File: src/rtl/kcsd_pkg.sv
// ----------------------------------------------------------------------------
// kcsd package
// types, constants and helpers of the key combo sequence detector
// ----------------------------------------------------------------------------
`timescale 1ns / 1ps

package kcsd_pkg;

  localparam int MAX_STEPS  = 8;
  localparam int STEP_IDX_W = $clog2(MAX_STEPS);
  localparam int KEY_W      = 8;
  localparam int POS_W      = 4;
  localparam int CNT_W      = 4;
  localparam int TIME_W     = 32;
  localparam int DT_W       = 16;
  localparam int CFG_IDX_W  = 2;
  localparam int CFG_DATA_W = 64;

  localparam logic [TIME_W-1:0] TIME_LIMIT_RST = TIME_W'(1000);

  typedef enum logic [1:0] {
    REQ_PRESS   = 2'd0,
    REQ_RELEASE = 2'd1,
    REQ_TICK    = 2'd2,
    REQ_RESTART = 2'd3
  } req_type_t;

  typedef enum logic [CFG_IDX_W-1:0] {
    CFG_STEP_MASKS   = 2'd0,
    CFG_STEP_COUNT   = 2'd1,
    CFG_TIME_LIMIT   = 2'd2,
    CFG_AUTO_RESTART = 2'd3
  } cfg_index_t;

  typedef logic [MAX_STEPS-1:0][KEY_W-1:0] mask_arr_t;

  typedef struct packed {
    req_type_t         req_type;
    logic [KEY_W-1:0]  key_bits;
    logic [DT_W-1:0]   time_step;
  } kcsd_req_t;

  typedef struct packed {
    mask_arr_t         step_masks;
    logic [CNT_W-1:0]  step_count;
    logic [TIME_W-1:0] time_limit;
    logic              auto_restart;
  } kcsd_cfg_t;

  typedef struct packed {
    logic              matched;
    logic [POS_W-1:0]  step_position;
    logic [KEY_W-1:0]  held_keys;
  } kcsd_res_t;

  // step count clamped to the sequence length
  function automatic logic [POS_W-1:0] eff_count(input logic [CNT_W-1:0] cnt);
    if (cnt > CNT_W'(MAX_STEPS)) begin
      return POS_W'(MAX_STEPS);
    end
    return POS_W'(cnt);
  endfunction

  // key mask of one step, zero past the end of the sequence
  function automatic logic [KEY_W-1:0] mask_at(input mask_arr_t masks,
                                               input logic [POS_W-1:0] pos,
                                               input logic [POS_W-1:0] eff);
    if (pos >= eff) begin
      return '0;
    end
    return masks[pos[STEP_IDX_W-1:0]];
  endfunction

endpackage

File: src/rtl/kcsd_core.sv
// ----------------------------------------------------------------------------
// kcsd core
// held-key, elapsed-time and position state with its per-request update
// ----------------------------------------------------------------------------
`timescale 1ns / 1ps

module kcsd_core
  import kcsd_pkg::*;
(
  input  logic      clk,
  input  logic      rst_n,
  input  logic      fire,
  input  kcsd_req_t req,
  input  kcsd_cfg_t cfg,
  output kcsd_res_t res_nxt
);

  logic [KEY_W-1:0]  held_r, held_nxt;
  logic [TIME_W-1:0] elapsed_r, elapsed_nxt;
  logic [POS_W-1:0]  pos_r, pos_nxt;

  logic [POS_W-1:0]  eff;
  logic              matched0;
  logic [TIME_W-1:0] e1, e2, e3;
  logic [POS_W-1:0]  p1, p2;
  logic [TIME_W:0]   sum;
  logic [KEY_W-1:0]  cur, prev, step0;
  logic              stray;

  // tick datapath
  always_comb begin
    eff      = eff_count(cfg.step_count);
    matched0 = (pos_r >= eff);
    e1       = matched0 ? '0 : elapsed_r;
    p1       = matched0 ? '0 : pos_r;
    sum      = {1'b0, e1} + (TIME_W+1)'(req.time_step);
    e2       = sum[TIME_W] ? '1 : sum[TIME_W-1:0];
    e3       = (e2 > cfg.time_limit) ? '0 : e2;
    p2       = (e2 > cfg.time_limit) ? '0 : p1;
    cur      = mask_at(cfg.step_masks, p2, eff);
    prev     = (p2 == '0 || p2 >= eff) ? '0
             : mask_at(cfg.step_masks, p2 - POS_W'(1), eff);
    step0    = mask_at(cfg.step_masks, '0, eff);
    stray    = |(held_r & ~(cur | prev));
  end

  always_comb begin
    held_nxt    = held_r;
    elapsed_nxt = elapsed_r;
    pos_nxt     = pos_r;
    unique case (req.req_type)
      REQ_PRESS:   held_nxt = held_r | req.key_bits;
      REQ_RELEASE: held_nxt = held_r & ~req.key_bits;
      REQ_RESTART: begin
        elapsed_nxt = '0;
        pos_nxt     = '0;
      end
      REQ_TICK: begin
        if (matched0 && !cfg.auto_restart) begin
          // match held, tick ignored
          elapsed_nxt = elapsed_r;
          pos_nxt     = pos_r;
        end else if (p2 >= eff) begin
          elapsed_nxt = e3;
          pos_nxt     = p2;
        end else if (held_r == cur) begin
          elapsed_nxt = e3;
          pos_nxt     = p2 + POS_W'(1);
        end else if (stray) begin
          elapsed_nxt = '0;
          pos_nxt     = (held_r == step0) ? POS_W'(1) : '0;
        end else begin
          elapsed_nxt = e3;
          pos_nxt     = p2;
        end
      end
      default: ;
    endcase
  end

  always_comb begin
    res_nxt.matched       = (pos_nxt >= eff);
    res_nxt.step_position = pos_nxt;
    res_nxt.held_keys     = held_nxt;
  end

  always_ff @(posedge clk) begin
    if (!rst_n) begin
      held_r    <= '0;
      elapsed_r <= '0;
      pos_r     <= '0;
    end else if (fire) begin
      held_r    <= held_nxt;
      elapsed_r <= elapsed_nxt;
      pos_r     <= pos_nxt;
    end
  end

endmodule

File: src/rtl/key_combo_sequence_detector.sv
// ----------------------------------------------------------------------------
// key combo sequence detector
// tracks held keys and steps through a configured sequence of key masks
// ----------------------------------------------------------------------------
//
//  channel  | handshake          | payload
//  ---------+--------------------+-------------------------------------------
//  in       | in_valid/in_ready  | in_req_type, in_key_bits, in_time_step
//  out      | out_valid/out_ready| out_matched, out_step_position,
//           |                    | out_held_keys
//  cfg      | cfg_wr_en          | cfg_index, cfg_wdata
//
//  one request per cycle sustained unless the result stalls; each passes the
//  input then result register, via the single update pass in kcsd_core
//  synchronous active-low reset clears state and config to defaults
//  a stalled result holds the result register; the input register still
//  takes a request until it too is full, then in_ready drops
// ----------------------------------------------------------------------------
`timescale 1ns / 1ps

module key_combo_sequence_detector
  import kcsd_pkg::*;
(
  input  logic                  clk,
  input  logic                  rst_n,
  // request channel
  input  logic                  in_valid,
  output logic                  in_ready,
  input  logic [1:0]            in_req_type,
  input  logic [KEY_W-1:0]      in_key_bits,
  input  logic [DT_W-1:0]       in_time_step,
  // result channel
  output logic                  out_valid,
  input  logic                  out_ready,
  output logic                  out_matched,
  output logic [POS_W-1:0]      out_step_position,
  output logic [KEY_W-1:0]      out_held_keys,
  // configuration write port
  input  logic                  cfg_wr_en,
  input  logic [CFG_IDX_W-1:0]  cfg_index,
  input  logic [CFG_DATA_W-1:0] cfg_wdata
);

  kcsd_cfg_t cfg_r;

  // input register stage
  logic      s1_vld_r;
  kcsd_req_t s1_req_r;

  // result register stage
  logic      out_vld_r;
  kcsd_res_t out_res_r;
  kcsd_res_t res_nxt;

  logic      out_free;
  logic      advance;
  logic      in_fire;

  // the result register frees when empty or being taken this cycle
  assign out_free = !out_vld_r || out_ready;
  // request in stage one is processed and state updated on advance
  assign advance  = s1_vld_r && out_free;
  // stage one takes a new request when empty or moving on
  assign in_ready = !s1_vld_r || advance;
  assign in_fire  = in_valid && in_ready;

  // configuration registers, to be written by the user only while idle; the block itself has no guard for it
  always_ff @(posedge clk) begin
    if (!rst_n) begin
      cfg_r.step_masks   <= '0;
      cfg_r.step_count   <= '0;
      cfg_r.time_limit   <= TIME_LIMIT_RST;
      cfg_r.auto_restart <= 1'b1;
    end else if (cfg_wr_en) begin
      unique case (cfg_index_t'(cfg_index))
        CFG_STEP_MASKS:   cfg_r.step_masks   <= mask_arr_t'(cfg_wdata);
        CFG_STEP_COUNT:   cfg_r.step_count   <= cfg_wdata[CNT_W-1:0];
        CFG_TIME_LIMIT:   cfg_r.time_limit   <= cfg_wdata[TIME_W-1:0];
        CFG_AUTO_RESTART: cfg_r.auto_restart <= cfg_wdata[0];
        default: ;
      endcase
    end
  end

  // stage one control
  always_ff @(posedge clk) begin
    if (!rst_n) begin
      s1_vld_r <= 1'b0;
    end else if (in_ready) begin
      s1_vld_r <= in_valid;
    end
  end

  // stage one payload
  always_ff @(posedge clk) begin
    if (in_fire) begin
      s1_req_r.req_type  <= req_type_t'(in_req_type);
      s1_req_r.key_bits  <= in_key_bits;
      s1_req_r.time_step <= in_time_step;
    end
  end

  // state and update logic
  kcsd_core u_core (
    .clk     (clk),
    .rst_n   (rst_n),
    .fire    (advance),
    .req     (s1_req_r),
    .cfg     (cfg_r),
    .res_nxt (res_nxt)
  );

  // result register control
  always_ff @(posedge clk) begin
    if (!rst_n) begin
      out_vld_r <= 1'b0;
    end else if (out_free) begin
      out_vld_r <= s1_vld_r;
    end
  end

  // result register payload
  always_ff @(posedge clk) begin
    if (advance) begin
      out_res_r <= res_nxt;
    end
  end

  assign out_valid         = out_vld_r;
  assign out_matched       = out_res_r.matched;
  assign out_step_position = out_res_r.step_position;
  assign out_held_keys     = out_res_r.held_keys;

endmodule

File: config.mk
export PLATFORM = sky130hd
export DESIGN_NAME = key_combo_sequence_detector
export DESIGN_NICKNAME = d
export VERILOG_FILES = /design/src/rtl/kcsd_pkg.sv /design/src/rtl/kcsd_core.sv /design/src/rtl/key_combo_sequence_detector.sv
export SDC_FILE = /design/constraint.sdc
export NUM_CORES = 1
export LEC_CHECK = 0
export ABC_AREA = 1
export BUFFER_PORTS_ARGS = -buffer_cell sky130_fd_sc_hd__clkbuf_2
export CAP_MARGIN = 40
export CORE_AREA = 8 8 154 156
export DETAILED_ROUTE_END_ITERATION = 10
export DIE_AREA = 0 0 162 164
export PLACE_DENSITY_LB_ADDON = 0.2
export SETUP_SLACK_MARGIN = 0.3
export SLEW_MARGIN = 20
export SYNTH_ARGS = -nofsm -noshare
export SYNTH_HDL_FRONTEND = slang
export SYNTH_SLANG_ARGS = --single-unit
File: constraint.sdc
create_clock -name clk -period 24.2 [get_ports clk]
set_input_delay 3.63 -clock clk [delete_from_list [all_inputs] [get_ports clk]]
set_output_delay 3.63 -clock clk [all_outputs]
set_load 0.01 [all_outputs]
## After elaboration in Yosys (flattened, before gate mapping)

Index checks and enable logic that the tools add are counted.

- $lt $le $gt $ge: 9
- Bitwise logic cells: 6
- Add/sub/neg operators: 3
- Reductions and logical operators: 19
- Equal/unequal tests: 9
- Multiplexer cells: 34

Operators by type and width:

| cell | number |
|---|---|
| two-way mux 32 bit | 7 |
| two-way mux 8 bit | 9 |
| case mux 32 bit (2 select lines) | 1 |
| binary-select mux 8 bit (select 3 bit) | 2 |
| adder 32 x 16 -> 33 bit | 1 |
| > comparator 32 bit | 1 |
| two-way mux 4 bit | 8 |
| AND 8 bit | 2 |
| equality test 8 bit | 2 |
| >= comparator 4 bit | 4 |
| NOT 8 bit | 2 |
| OR 8 bit | 2 |
| case mux 8 bit (2 select lines) | 1 |
| equality test 2 bit (second input constant) | 4 |
| < comparator 3 x 4 -> 1 bit (second input constant) | 2 |
| case mux 4 bit (2 select lines) | 1 |
| AND reduction 2 bit | 4 |
| OR reduction 8 bit | 1 |
| two-way mux 1 bit | 5 |
| adder 4 x 1 -> 4 bit (second input constant) | 1 |
| equality test 2 x 1 -> 1 bit (second input constant) | 2 |
| >= comparator 1 x 4 -> 1 bit (first input constant) | 1 |
| > comparator 4 bit (second input constant) | 1 |
| zero test 2 bit | 2 |
| other kinds (8) | 14 |

- Logic and storage cells: 102
- Bits of input ports: 97
- Register bits: 186

## Longest topological paths before layout

Gate-level depths: netlist of the first run.

- Depth after elaboration: 24
- Depth in mapped cells: 79

## By module

A second synthesis of the first run with hierarchy kept.

- Cells, all modules: 1844
- Area, all modules: 12190.4 µm²

Modules (own cells, without submodules):

| module | cells each | area an instance (µm²) | times used | seq. area each (µm²) |
|---|---|---|---|---|
| kcsd_core | 1146 | 6546.3 | 1 | 880.8 |
| key_combo_sequence_detector | 698 | 5644.2 | 1 | 3233.1 |

## Worst setup path after synthesis of the first run

Ideal clock, no wire load.

- Path kind: flip-flop to flip-flop
- From: reg cfg_r[36] (netlist bit)
- To: reg out_res_r (netlist bit out_matched), data pin
- Data arrival time: 8752 ps
- Clock period less this slack: 9017 ps
- Cell stages (with the launch flop): 73
- Buffers on the path: 8
- Library setup time: 265 ps
- Required time: 23935 ps
- Path slack: 15183 ps
- Cells stage by stage: dfxtp_1 -> inv_1 -> nand2_1 -> ha_1 -> inv_1 -> nor2_1 -> o211ai_1 -> nand3_1 -> buf_2 -> clkbuf_1 -> clkbuf_1 -> nor2_1 -> ha_1 -> fa_1 -> nand3_1 -> nand2_1 -> nand2_1 -> inv_1 -> (+37 left out) -> a21oi_1 -> nand2_1 -> a31oi_4 -> nand3_1 -> nand3_1 -> nand2_1 -> nor2_2 -> nand2_2 -> nor2_1 -> nand3_1 -> nand3_1 -> nand2_1 -> o21ai_0 -> ha_1 -> inv_1 -> nor2_1 -> o211ai_1 -> nand3_1

RTL lines:

| what | RTL line | RTL |
|---|---|---|
| start: declaration | key_combo_sequence_detector.sv:44 | `kcsd_cfg_t cfg_r;` |
| end signal: assignment | key_combo_sequence_detector.sv:125 | `out_res_r <= res_nxt;` |
| end: declaration | key_combo_sequence_detector.sv:52 | `kcsd_res_t out_res_r;` |

==> results of run 1 <==
-- metal layers --
layer / track usage (%) / share of wire, %
met1: 28.7 / 45
met2: 38.4 / 48
met3: 4.04 / 5.2
met4: 6.65 / 2.0
met5: 0 / 0
-- state kept, by name (all words and copies together), names as in the netlist --
signal and cells:
cfg_r 101, out_held_keys 8, out_matched 1, out_step_position 4, out_valid 1, s1_req_r 26
s1_vld_r 1, u_core.elapsed_r 32, u_core.held_r 8, u_core.pos_r 4
-- cells by family after synthesis --
logic type / Yosys count
adders and majority gates: 67
xor gates and xnor gates: 20
AOI/OAI and AO/OA: 330
buffers and inverters: 292
and+or+nand+nor: 662
DFF: 186
-- power by group through the flow --
| stage | Clock (mW) | Sequential [mW] | Combinational (mW) |
|---|---|---|---|
| after global placement | 0 | 0.345 | 0.0940 |
| after detailed placement | 0 | 0.345 | 0.0957 |
| after CTS | 0.277 | 0.338 | 0.0964 |
| final | 0.273 | 0.338 | 0.0974 |
| after global routing | 0.291 | 0.339 | 0.111 |
| after floorplan | 0 | 0.344 | 0.0661 |
-- cell type report --
class                           count  area (µm²)
Fill cell                        2096        9070
Multi-Input combinational cell   1079        5750
Sequential cell                   186        4110
Inverter                          213         802
Timing Repair Buffer              123         706
Clock buffer                       17         425
Tap cell                          280         350
Clock inverter                     15         135
-- layout by cell type, fill, tap and decap left out, types with 5 or more instances in the layout --
| master | count |
|---|---|
| xor2_1 | 13 |
| o21ai_0 | 131 |
| nand2_2 | 9 |
| nand4_1 | 17 |
| edfxtp_1 | 39 |
| nor3_1 | 7 |
| inv_6 | 5 |
| o211ai_1 | 8 |
| nand2_1 | 330 |
| or2_2 | 6 |
| nor2_1 | 64 |
| buf_4 | 9 |
| ha_1 | 66 |
| a21oi_1 | 173 |
| nand3_2 | 13 |
| xnor2_1 | 7 |
| nor2_2 | 7 |
| clkbuf_2 | 111 |
| clkbuf_16 | 17 |
| dfxtp_1 | 147 |
| nand3_1 | 200 |
| inv_1 | 207 |
-- metrics by stage --
stage,hold slack [ns],power [mW]
after floorplan,0.435,0.410
after global placement,0.452,0.439
after detailed placement,0.456,0.441
after CTS,0.468,0.712
after global routing,0.481,0.741
final,0.465,0.708
-- worst register-to-register path: cells and delay by family, from the launching register on --
family | cells | cell delay [ns]
AO/OA/AOI/OAI | 7 | 1.05
adder cells (fa/ha/maj) | 7 | 2.73
flip-flops | 1 | 0.33
AND/OR/NAND/NOR | 47 | 4.91
buffers and inverters | 8 | 1.86
-- path summary, 6_finish.rpt --
kind,from,to,slack (ns),cells past startpoint
worst max-delay path,cfg_r[36]$_SDFFE_PN0P_,out_matched$_DFFE_PP_,13.06,69
worst min-delay path,cfg_r[11]$_SDFFE_PN0P_,cfg_r[11]$_SDFFE_PN0P_,0.46,2
worst max register to register,cfg_r[36]$_SDFFE_PN0P_,out_matched$_DFFE_PP_,13.06,69
worst min register to register,cfg_r[11]$_SDFFE_PN0P_,cfg_r[11]$_SDFFE_PN0P_,0.46,2
==> flow_metrics.env, run 1 <==
export IMPL_power_switching_uw=208
export IMPL_synth_edf_count=39
export IMPL_routedWlPerCell_um=15.5
export IMPL_finalNonFillerCells=1913
export IMPL_synth_top_area_share_pct=26.6
export IMPL_synth_most_common_cell="nand2_1"
export IMPL_dp_hpwl_mm=21.9
export IMPL_switching_share_pct=29.4
export IMPL_antenna_found_initial=0
export IMPL_fin_crit_sh_pct=46.0
export IMPL_grt_total_usage_pct=22.6
export IMPL_synth_compound_area_share_pct=15.8
export IMPL_drt_pre_antenna_iters=8
export IMPL_synthesis_nets=1721
export IMPL_pwr_share_comb_pct=13.8
export IMPL_numCtsBuffers=17
export IMPL_synth_commonest_cells="nand2_1, inv_1, nand3_1, a21oi_1, dfxtp_1"
export IMPL_post_cts_setup_buffers=0
export IMPL_crit_path_end_kind="flip-flop"
export IMPL_ant_nets=0
export IMPL_hold_viol_final=0
export IMPL_worst_pin_slew_ns=0.880
export IMPL_yosysTopAreaCell="dfxtp_1"
export IMPL_crit_family="simple AND/OR/NAND/NOR gates"
export IMPL_cp_start_kind="flip-flop"
export IMPL_min_period_ns=11.14
export IMPL_yosysWarnings=0
export IMPL_clock_sinks=186
export IMPL_layout_drive_gt1_share_pct=12.6
export IMPL_fp_dieW_um=162
export IMPL_finalSetupTns_ns=0
export IMPL_h_tree_depth=4
export IMPL_required_ns=24.38
export IMPL_cp_arrival_ns=11.32
export IMPL_netlist_instances=1557
export IMPL_synth_seq_cells=186
export IMPL_placed_area_um2=11700
export IMPL_synthArstFlopShare_pct=0
export IMPL_synth_xor_area_share_pct=1.59
export IMPL_cp_common_cell="nand2_1"
export IMPL_routed_wl_mm=29.6
export IMPL_cts_tree="built"
export IMPL_grt_max_degree=108
export IMPL_routed_via_count=10300
export IMPL_path_buf_inv=8
export IMPL_setup_slack_ns=13.06
export IMPL_cts_max_path_buffers=2
export IMPL_intPower_uw=500
export IMPL_hold_path_class="flip-flop to flip-flop"
export IMPL_synth_mux_area_share_pct=0
export IMPL_synth_cell_types=47
export IMPL_viasPerCell=5.36
export IMPL_vdd_drop_max_v=0.0000406
export IMPL_relSlewSlack_pct=40.6
export IMPL_max_freq_mhz=89.8
export IMPL_synthTopCellsByArea="dfxtp_1, nand2_1, edfxtp_1"
export IMPL_synthFlopType="dfxtp_1"
export IMPL_powerDensity_nw_per_um2=57.7
export IMPL_core_area_um2=21400
export IMPL_cp_max_fo=69
export IMPL_rsz0062_at_grt="no"
export IMPL_drt_iter0_drc=710
export IMPL_fin_area_um2=12300
export IMPL_yosysSeqAreaShare_pct=37.2
export IMPL_antennaDiodeCount=0
export IMPL_num_rows=54
export IMPL_cts_root_buf="clkbuf_16"
export IMPL_synth_adder_area_share_pct=7.65
export IMPL_finish_utilization_pct=57.5
export IMPL_io_buffers=111
export IMPL_synth_top_family_by_area="simple AND/OR/NAND/NOR gates"
export IMPL_status="finished clean"
export IMPL_post_place_cells=1879
export IMPL_ctsHoldBuffers=0
export IMPL_syn_area_um2=11000
export IMPL_nets=1784
export IMPL_dieArea_um2=26600
export IMPL_die_y_um=164
export IMPL_worstSetupPathType="flip-flop to flip-flop"
export IMPL_p_leak_nw=5.62
export IMPL_grt_pass1_vias=9730
export IMPL_pwr_share_seq_pct=47.7
export IMPL_start_util_pct=51.8
export IMPL_post_synth_cell_area_avg_um2=7.10
export IMPL_clk_latency_ns=0.44
export IMPL_cpPeakStageDelay_ns=0.66
export IMPL_finalMaxSlewViolations=0
export IMPL_finClkSkew_ns=0.0123
export IMPL_drcViolationCount=0
export IMPL_cpMaxStageDelayCell="clkinv_1"
export IMPL_grt_pass1_wl_mm=48.8
export IMPL_grt_overflow_total=0
export IMPL_synth_simple_area_share_pct=27.0
export IMPL_place_congestion=0.877
export IMPL_place_ws_ns=13.19
export IMPL_setup_violations=0
export IMPL_cap_violations=0
export IMPL_path_clk_slew_ns=0.08
export IMPL_clkPwrFrac_pct=38.5
export IMPL_syn_to_final_growth_pct=11.1
export IMPL_post_cts_resized=0
export IMPL_ios=112
Power figures use the tool's default switching activity.
==> run 2: changes to the inputs <==
clock period = 9.8 ns   (was 24.2 ns; I/O delays follow)
==> flow_metrics.env, run 2 (synthesis gave the netlist of run 1 again) <==
export IMPL_hold_path_class="flip-flop to flip-flop"
export IMPL_cp_start_kind="flip-flop"
export IMPL_setup_violations=0
export IMPL_worst_pin_slew_ns=0.916
export IMPL_nets=1814
export IMPL_cp_max_fo=18
export IMPL_clock_sinks=186
export IMPL_worstSetupPathType="flip-flop to flip-flop"
export IMPL_start_util_pct=51.8
export IMPL_status="finished clean"
export IMPL_max_freq_mhz=114
export IMPL_final_fill_count=1999
export IMPL_grt_pass1_wl_mm=48.9
export IMPL_grt_max_degree=95
export IMPL_p_leak_nw=5.79
export IMPL_grt_use_met2_pct=38.9
export IMPL_cpMaxStageDelayCell="dfxtp_1"
export IMPL_hold_viol_final=0
export IMPL_layout_drive_gt1_share_pct=15.4
export IMPL_vdd_drop_max_v=0.000114
export IMPL_cts_root_buf="clkbuf_16"
export IMPL_powerDensity_nw_per_um2=141
export IMPL_syn_to_final_growth_pct=14.9
export IMPL_busiest_layer="met2"
export IMPL_largest_reg_flops=101
export IMPL_path_buf_inv=7
export IMPL_cpPeakStageDelay_ns=0.35
export IMPL_crit_path_end_kind="flip-flop"
export IMPL_met3_usage_pct=3.56
export IMPL_layout_commonest_cell="nand2_1"
export IMPL_worstHoldEndpoint="cfg_r[14]$_SDFFE_PN0P_"
export IMPL_largest_register="cfg_r"
export IMPL_register_area_um2=4110
export IMPL_fp_dieW_um=162
export IMPL_min_from="cfg_r[14]$_SDFFE_PN0P_"
export IMPL_finalPower_mw=1.79
export IMPL_cp_common_cell="nand2_1"
export IMPL_relSlewSlack_pct=38.7
export IMPL_ff2ff_path_depth=67
export IMPL_io_buffers=111
export IMPL_routed_via_count=10500
export IMPL_antenna_found_initial=0
export IMPL_cp_arrival_ns=8.96
export IMPL_fin_crit_sh_pct=89.5
export IMPL_finClkSkew_ns=0.0192
export IMPL_finalSetupTns_ns=0
export IMPL_h_tree_depth=4
export IMPL_core_area_um2=21400
export IMPL_path_clk_slew_ns=0.08
export IMPL_r2r_slack_ns=1.03
export IMPL_cts_tree="built"
export IMPL_cap_violations=0
export IMPL_viasPerCell=5.41
export IMPL_place_congestion=0.875
export IMPL_r2r_start="cfg_r[33]$_SDFFE_PN0P_"
export IMPL_ctsHoldBuffers=0
export IMPL_num_rows=54
export IMPL_reg_largest_list="cfg_r: 101 flops, u_core.elapsed_r: 32 flops, s1_req_r: 26 flops"
export IMPL_drcViolationCount=0
export IMPL_crit_family="simple AND/OR/NAND/NOR gates"
export IMPL_dieArea_um2=26600
export IMPL_fin_area_um2=12700
export IMPL_clk_latency_ns=0.45
export IMPL_finalMaxSlewViolations=0
export IMPL_cts_max_path_buffers=2
export IMPL_dp_hpwl_mm=22.3
export IMPL_antennaDiodeCount=0
export IMPL_met1_usage_pct=27.8
export IMPL_routed_wl_mm=30.4
export IMPL_grt_overflow_total=0
export IMPL_hold_depth=2
export IMPL_rsz0062_at_grt="no"
export IMPL_routedWlPerCell_um=15.6
export IMPL_drt_pre_antenna_iters=5
export IMPL_die_y_um=164
export IMPL_placed_area_um2=11700
export IMPL_ant_nets=0
export IMPL_required_ns=9.99
export IMPL_timing_rr_end="out_matched$_DFFE_PP_"
export IMPL_final_cell_mix="nand2_1, inv_1, nand3_1"
export IMPL_numCtsBuffers=17
export IMPL_grt_total_usage_pct=22.6
export IMPL_ios=112
export IMPL_multiInputGateArea_um2=5940
export IMPL_finish_utilization_pct=59.5
export IMPL_cp_num_cells=67
export IMPL_grt_pass1_vias=9842
export IMPL_drt_iter0_drc=727
export IMPL_min_period_ns=8.77
==> run 2: changes by cell type in the layout (fill, tap and decap cells not counted), moves of 3 or more <==
cell,previous run,this run
nand2_8,0,4
clkinv_2,3,0
nand3_4,0,5
buf_4,9,34
inv_8,2,5
nand2_1,330,325
nand2_2,9,12
nand3_1,200,194
==> run 2: worst min-delay path, delay by kind of cell (launching register included) <==
| family | cells | cell delay, ns |
|---|---|---|
| buf+inv | 1 | 0.06 |
| flops | 1 | 0.30 |
| compound gates | 1 | 0.06 |
==> run 2: routing by layer <==
metal  vias to the layer above  wire length (µm)
met4                         0               936
met2                       312             14600
met1                      4808             13300
met5                         -                 0
met3                        52              1450
li1                       5337                 -
==> run 2: power by group <==
group	internal [mW]	total, mW	switching [mW]	leakage, nW
Combinational	0.0913	0.259	0.168	3.92
Clock	0.349	0.692	0.343	0.292
Sequential	0.818	0.834	0.0161	1.58
==> run 2: through the flow <==
stage	hold WS (ns)	setup slack, ns	instances
global route	0.481	0.255	1943
global placement	0.450	0.507	1888
finish	0.462	1.03	1943
CTS	0.466	0.356	1921
detailed placement	0.455	0.161	1889
floorplan	0.435	0.783	1557
==> run 2: area by class of cell <==
type	count	area share [%]
Clock buffer	18	3.46
Clock inverter	14	1.16
Inverter	213	6.34
Multi-Input combinational cell	1082	46.8
Sequential cell	186	32.4
Tap cell	280	2.76
Timing Repair Buffer	150	7.08
==> run 2: worst max-delay path by stage <==
stage	start	endpoint	slack, ns
2_1_floorplan	cfg_r[36]$_SDFFE_PN0P_	out_matched$_DFFE_PP_	0.78
3_3_place_gp	cfg_r[36]$_SDFFE_PN0P_	out_matched$_DFFE_PP_	0.51
3_5_place_dp	cfg_r[36]$_SDFFE_PN0P_	out_matched$_DFFE_PP_	0.16
4_1_cts	cfg_r[36]$_SDFFE_PN0P_	out_matched$_DFFE_PP_	0.36
5_1_grt	cfg_r[36]$_SDFFE_PN0P_	out_matched$_DFFE_PP_	0.26
6_report	cfg_r[33]$_SDFFE_PN0P_	out_matched$_DFFE_PP_	1.03
==> run 2: timing repair <==
action,CTS,global route
pin swaps,0,8
endpoints found under the setup margin,1,41
buffers inserted,0,18
gates resized for setup,2,38
gates cloned,0,3
==> run 3: changes to the inputs <==
BUFFER_PORTS_ARGS = -buffer_cell sky130_fd_sc_hd__buf_2   (was -buffer_cell sky130_fd_sc_hd__clkbuf_2)
CORE_AREA = 8 8 214 114   (was 8 8 154 156)
DIE_AREA = 0 0 222 122   (was 0 0 162 164)
==> flow_metrics.env, run 3 (synthesis gave the netlist of run 1 again) <==
export IMPL_cp_arrival_ns=9.18
export IMPL_crit_path_end_kind="flip-flop"
export IMPL_vdd_drop_max_v=0.000101
export IMPL_min_period_ns=8.98
export IMPL_cp_start_kind="flip-flop"
export IMPL_grt_pass1_wl_mm=53.8
export IMPL_cap_violations=0
export IMPL_layout_commonest_cell="nand2_1"
export IMPL_cts_max_path_buffers=2
export IMPL_final_cell_mix="nand2_1, inv_1, nand3_1"
export IMPL_cts_tree="built"
export IMPL_clock_sinks=186
export IMPL_ant_nets=0
export IMPL_routed_wl_mm=35.4
export IMPL_fp_dieW_um=222
export IMPL_p_leak_nw=5.82
export IMPL_cpPeakStageDelay_ns=0.35
export IMPL_largest_reg_flops=101
export IMPL_path_clk_slew_ns=0.07
export IMPL_cp_max_fo=11
export IMPL_drt_pre_antenna_iters=7
export IMPL_cpMaxStageDelayCell="ha_2"
export IMPL_dieArea_um2=27100
export IMPL_rsz0062_at_grt="no"
export IMPL_post_place_cells=1894
export IMPL_finalSetupTns_ns=0
export IMPL_crit_family="simple AND/OR/NAND/NOR gates"
export IMPL_syn_to_final_growth_pct=15.2
export IMPL_die_y_um=122
export IMPL_grt_total_usage_pct=25.2
export IMPL_finalNonFillerCells=1948
export IMPL_io_buffers=111
export IMPL_place_ws_ns=0.250
export IMPL_h_tree_depth=4
export IMPL_layout_drive_gt1_share_pct=15.5
export IMPL_ios=112
export IMPL_max_freq_mhz=111
export IMPL_clk_latency_ns=0.46
export IMPL_routed_via_count=10900
export IMPL_relSlewSlack_pct=38.3
export IMPL_antenna_found_initial=0
export IMPL_numCtsBuffers=17
export IMPL_viasPerCell=5.61
export IMPL_grt_overflow_total=0
export IMPL_cts_root_buf="clkbuf_16"
export IMPL_finalMaxSlewViolations=0
export IMPL_hold_path_class="flip-flop to flip-flop"
export IMPL_num_rows=38
export IMPL_setup_violations=0
export IMPL_required_ns=9.99
export IMPL_status="finished clean"
export IMPL_cp_common_cell="nand2_1"
export IMPL_worstSetupPathType="flip-flop to flip-flop"
export IMPL_setup_slack_ns=0.817
export IMPL_routedWlPerCell_um=18.2
export IMPL_antennaDiodeCount=0
export IMPL_grt_pass1_vias=9563
export IMPL_hold_viol_final=0
export IMPL_nets=1821
export IMPL_place_congestion=1.03
export IMPL_start_util_pct=52.0
export IMPL_worst_pin_slew_ns=0.922
export IMPL_dp_hpwl_mm=26.2
export IMPL_drt_iter0_drc=1496
export IMPL_largest_register="cfg_r"
export IMPL_grt_max_degree=74
export IMPL_reg_largest_list="cfg_r: 101 flops, u_core.elapsed_r: 32 flops, s1_req_r: 26 flops"
export IMPL_fin_crit_sh_pct=91.7
export IMPL_drcViolationCount=0
export IMPL_path_buf_inv=8
export IMPL_finClkSkew_ns=0.0134
export IMPL_powerDensity_nw_per_um2=141
export IMPL_core_area_um2=21300
==> run 3: worst paths after layout <==
check	cells past startpoint	start	to	slack [ns]
setup / recovery	69	cfg_r[36]$_SDFFE_PN0P_	out_matched$_DFFE_PP_	0.82
hold / removal	2	u_core.elapsed_r[7]$_SDFFE_PN0P_	u_core.elapsed_r[7]$_SDFFE_PN0P_	0.47
setup reg to reg	69	cfg_r[36]$_SDFFE_PN0P_	out_matched$_DFFE_PP_	0.82
hold reg to reg	2	u_core.elapsed_r[7]$_SDFFE_PN0P_	u_core.elapsed_r[7]$_SDFFE_PN0P_	0.47
==> run 3: worst register-to-register path, delay by kind of cell, from the launching register on <==
family	cells	cell delay [ns]
adders and majority gates	7	1.86
buffers and inverters	8	0.76
and+or+nand+nor	47	4.65
AOI/OAI and AO/OA	7	1.11
DFF	1	0.34
==> run 3: layout make-up <==
class,instances,area (µm²)
flip-flops and latches,186,4110
clock inverters,11,111
well taps,280,350
repair buffers,157,980
fillers,2001,8520
clock buffers,19,454
multi-input cells,1082,5920
inverters,213,807
==> run 3: metrics by stage <==
| step | hold slack (ns) | utilization, % | power [mW] | area (µm²) |
|---|---|---|---|---|
| after floorplan | 0.435 | - | 1.01 | 11000 |
| after global placement | 0.450 | 55.3 | 1.10 | 11800 |
| after detailed placement | 0.456 | 55.4 | 1.10 | 11800 |
| after CTS | 0.467 | 58.1 | 1.78 | 12300 |
| after global routing | 0.484 | 59.9 | 1.86 | 12700 |
| final | 0.467 | 59.9 | 1.79 | 12700 |
==> run 3: report_power, final <==
part           switching [mW]  total, mW  internal (mW)
registers              0.0192      0.838          0.819
logic                   0.177      0.267         0.0892
clock network           0.319      0.687          0.368
total                   0.516       1.79           1.28
==> run 3: metal layers <==
layer  vias to the layer above  track usage (%)  routed length (µm)
met4                         0             5.44                 312
met5                         -                0                   0
li1                       5348                -                   -
met2                       551             31.3               12900
met3                        27             8.69                4480
met1                      5001             39.7               17700
==> run 3: repair_timing <==
action,in CTS,in global routing
cloned,0,4
pin swaps,0,14
setup endpoints to repair,1,41
hold endpoints to repair,0,0
resized for setup,2,38
hold buffers,0,0
buffers inserted,0,20
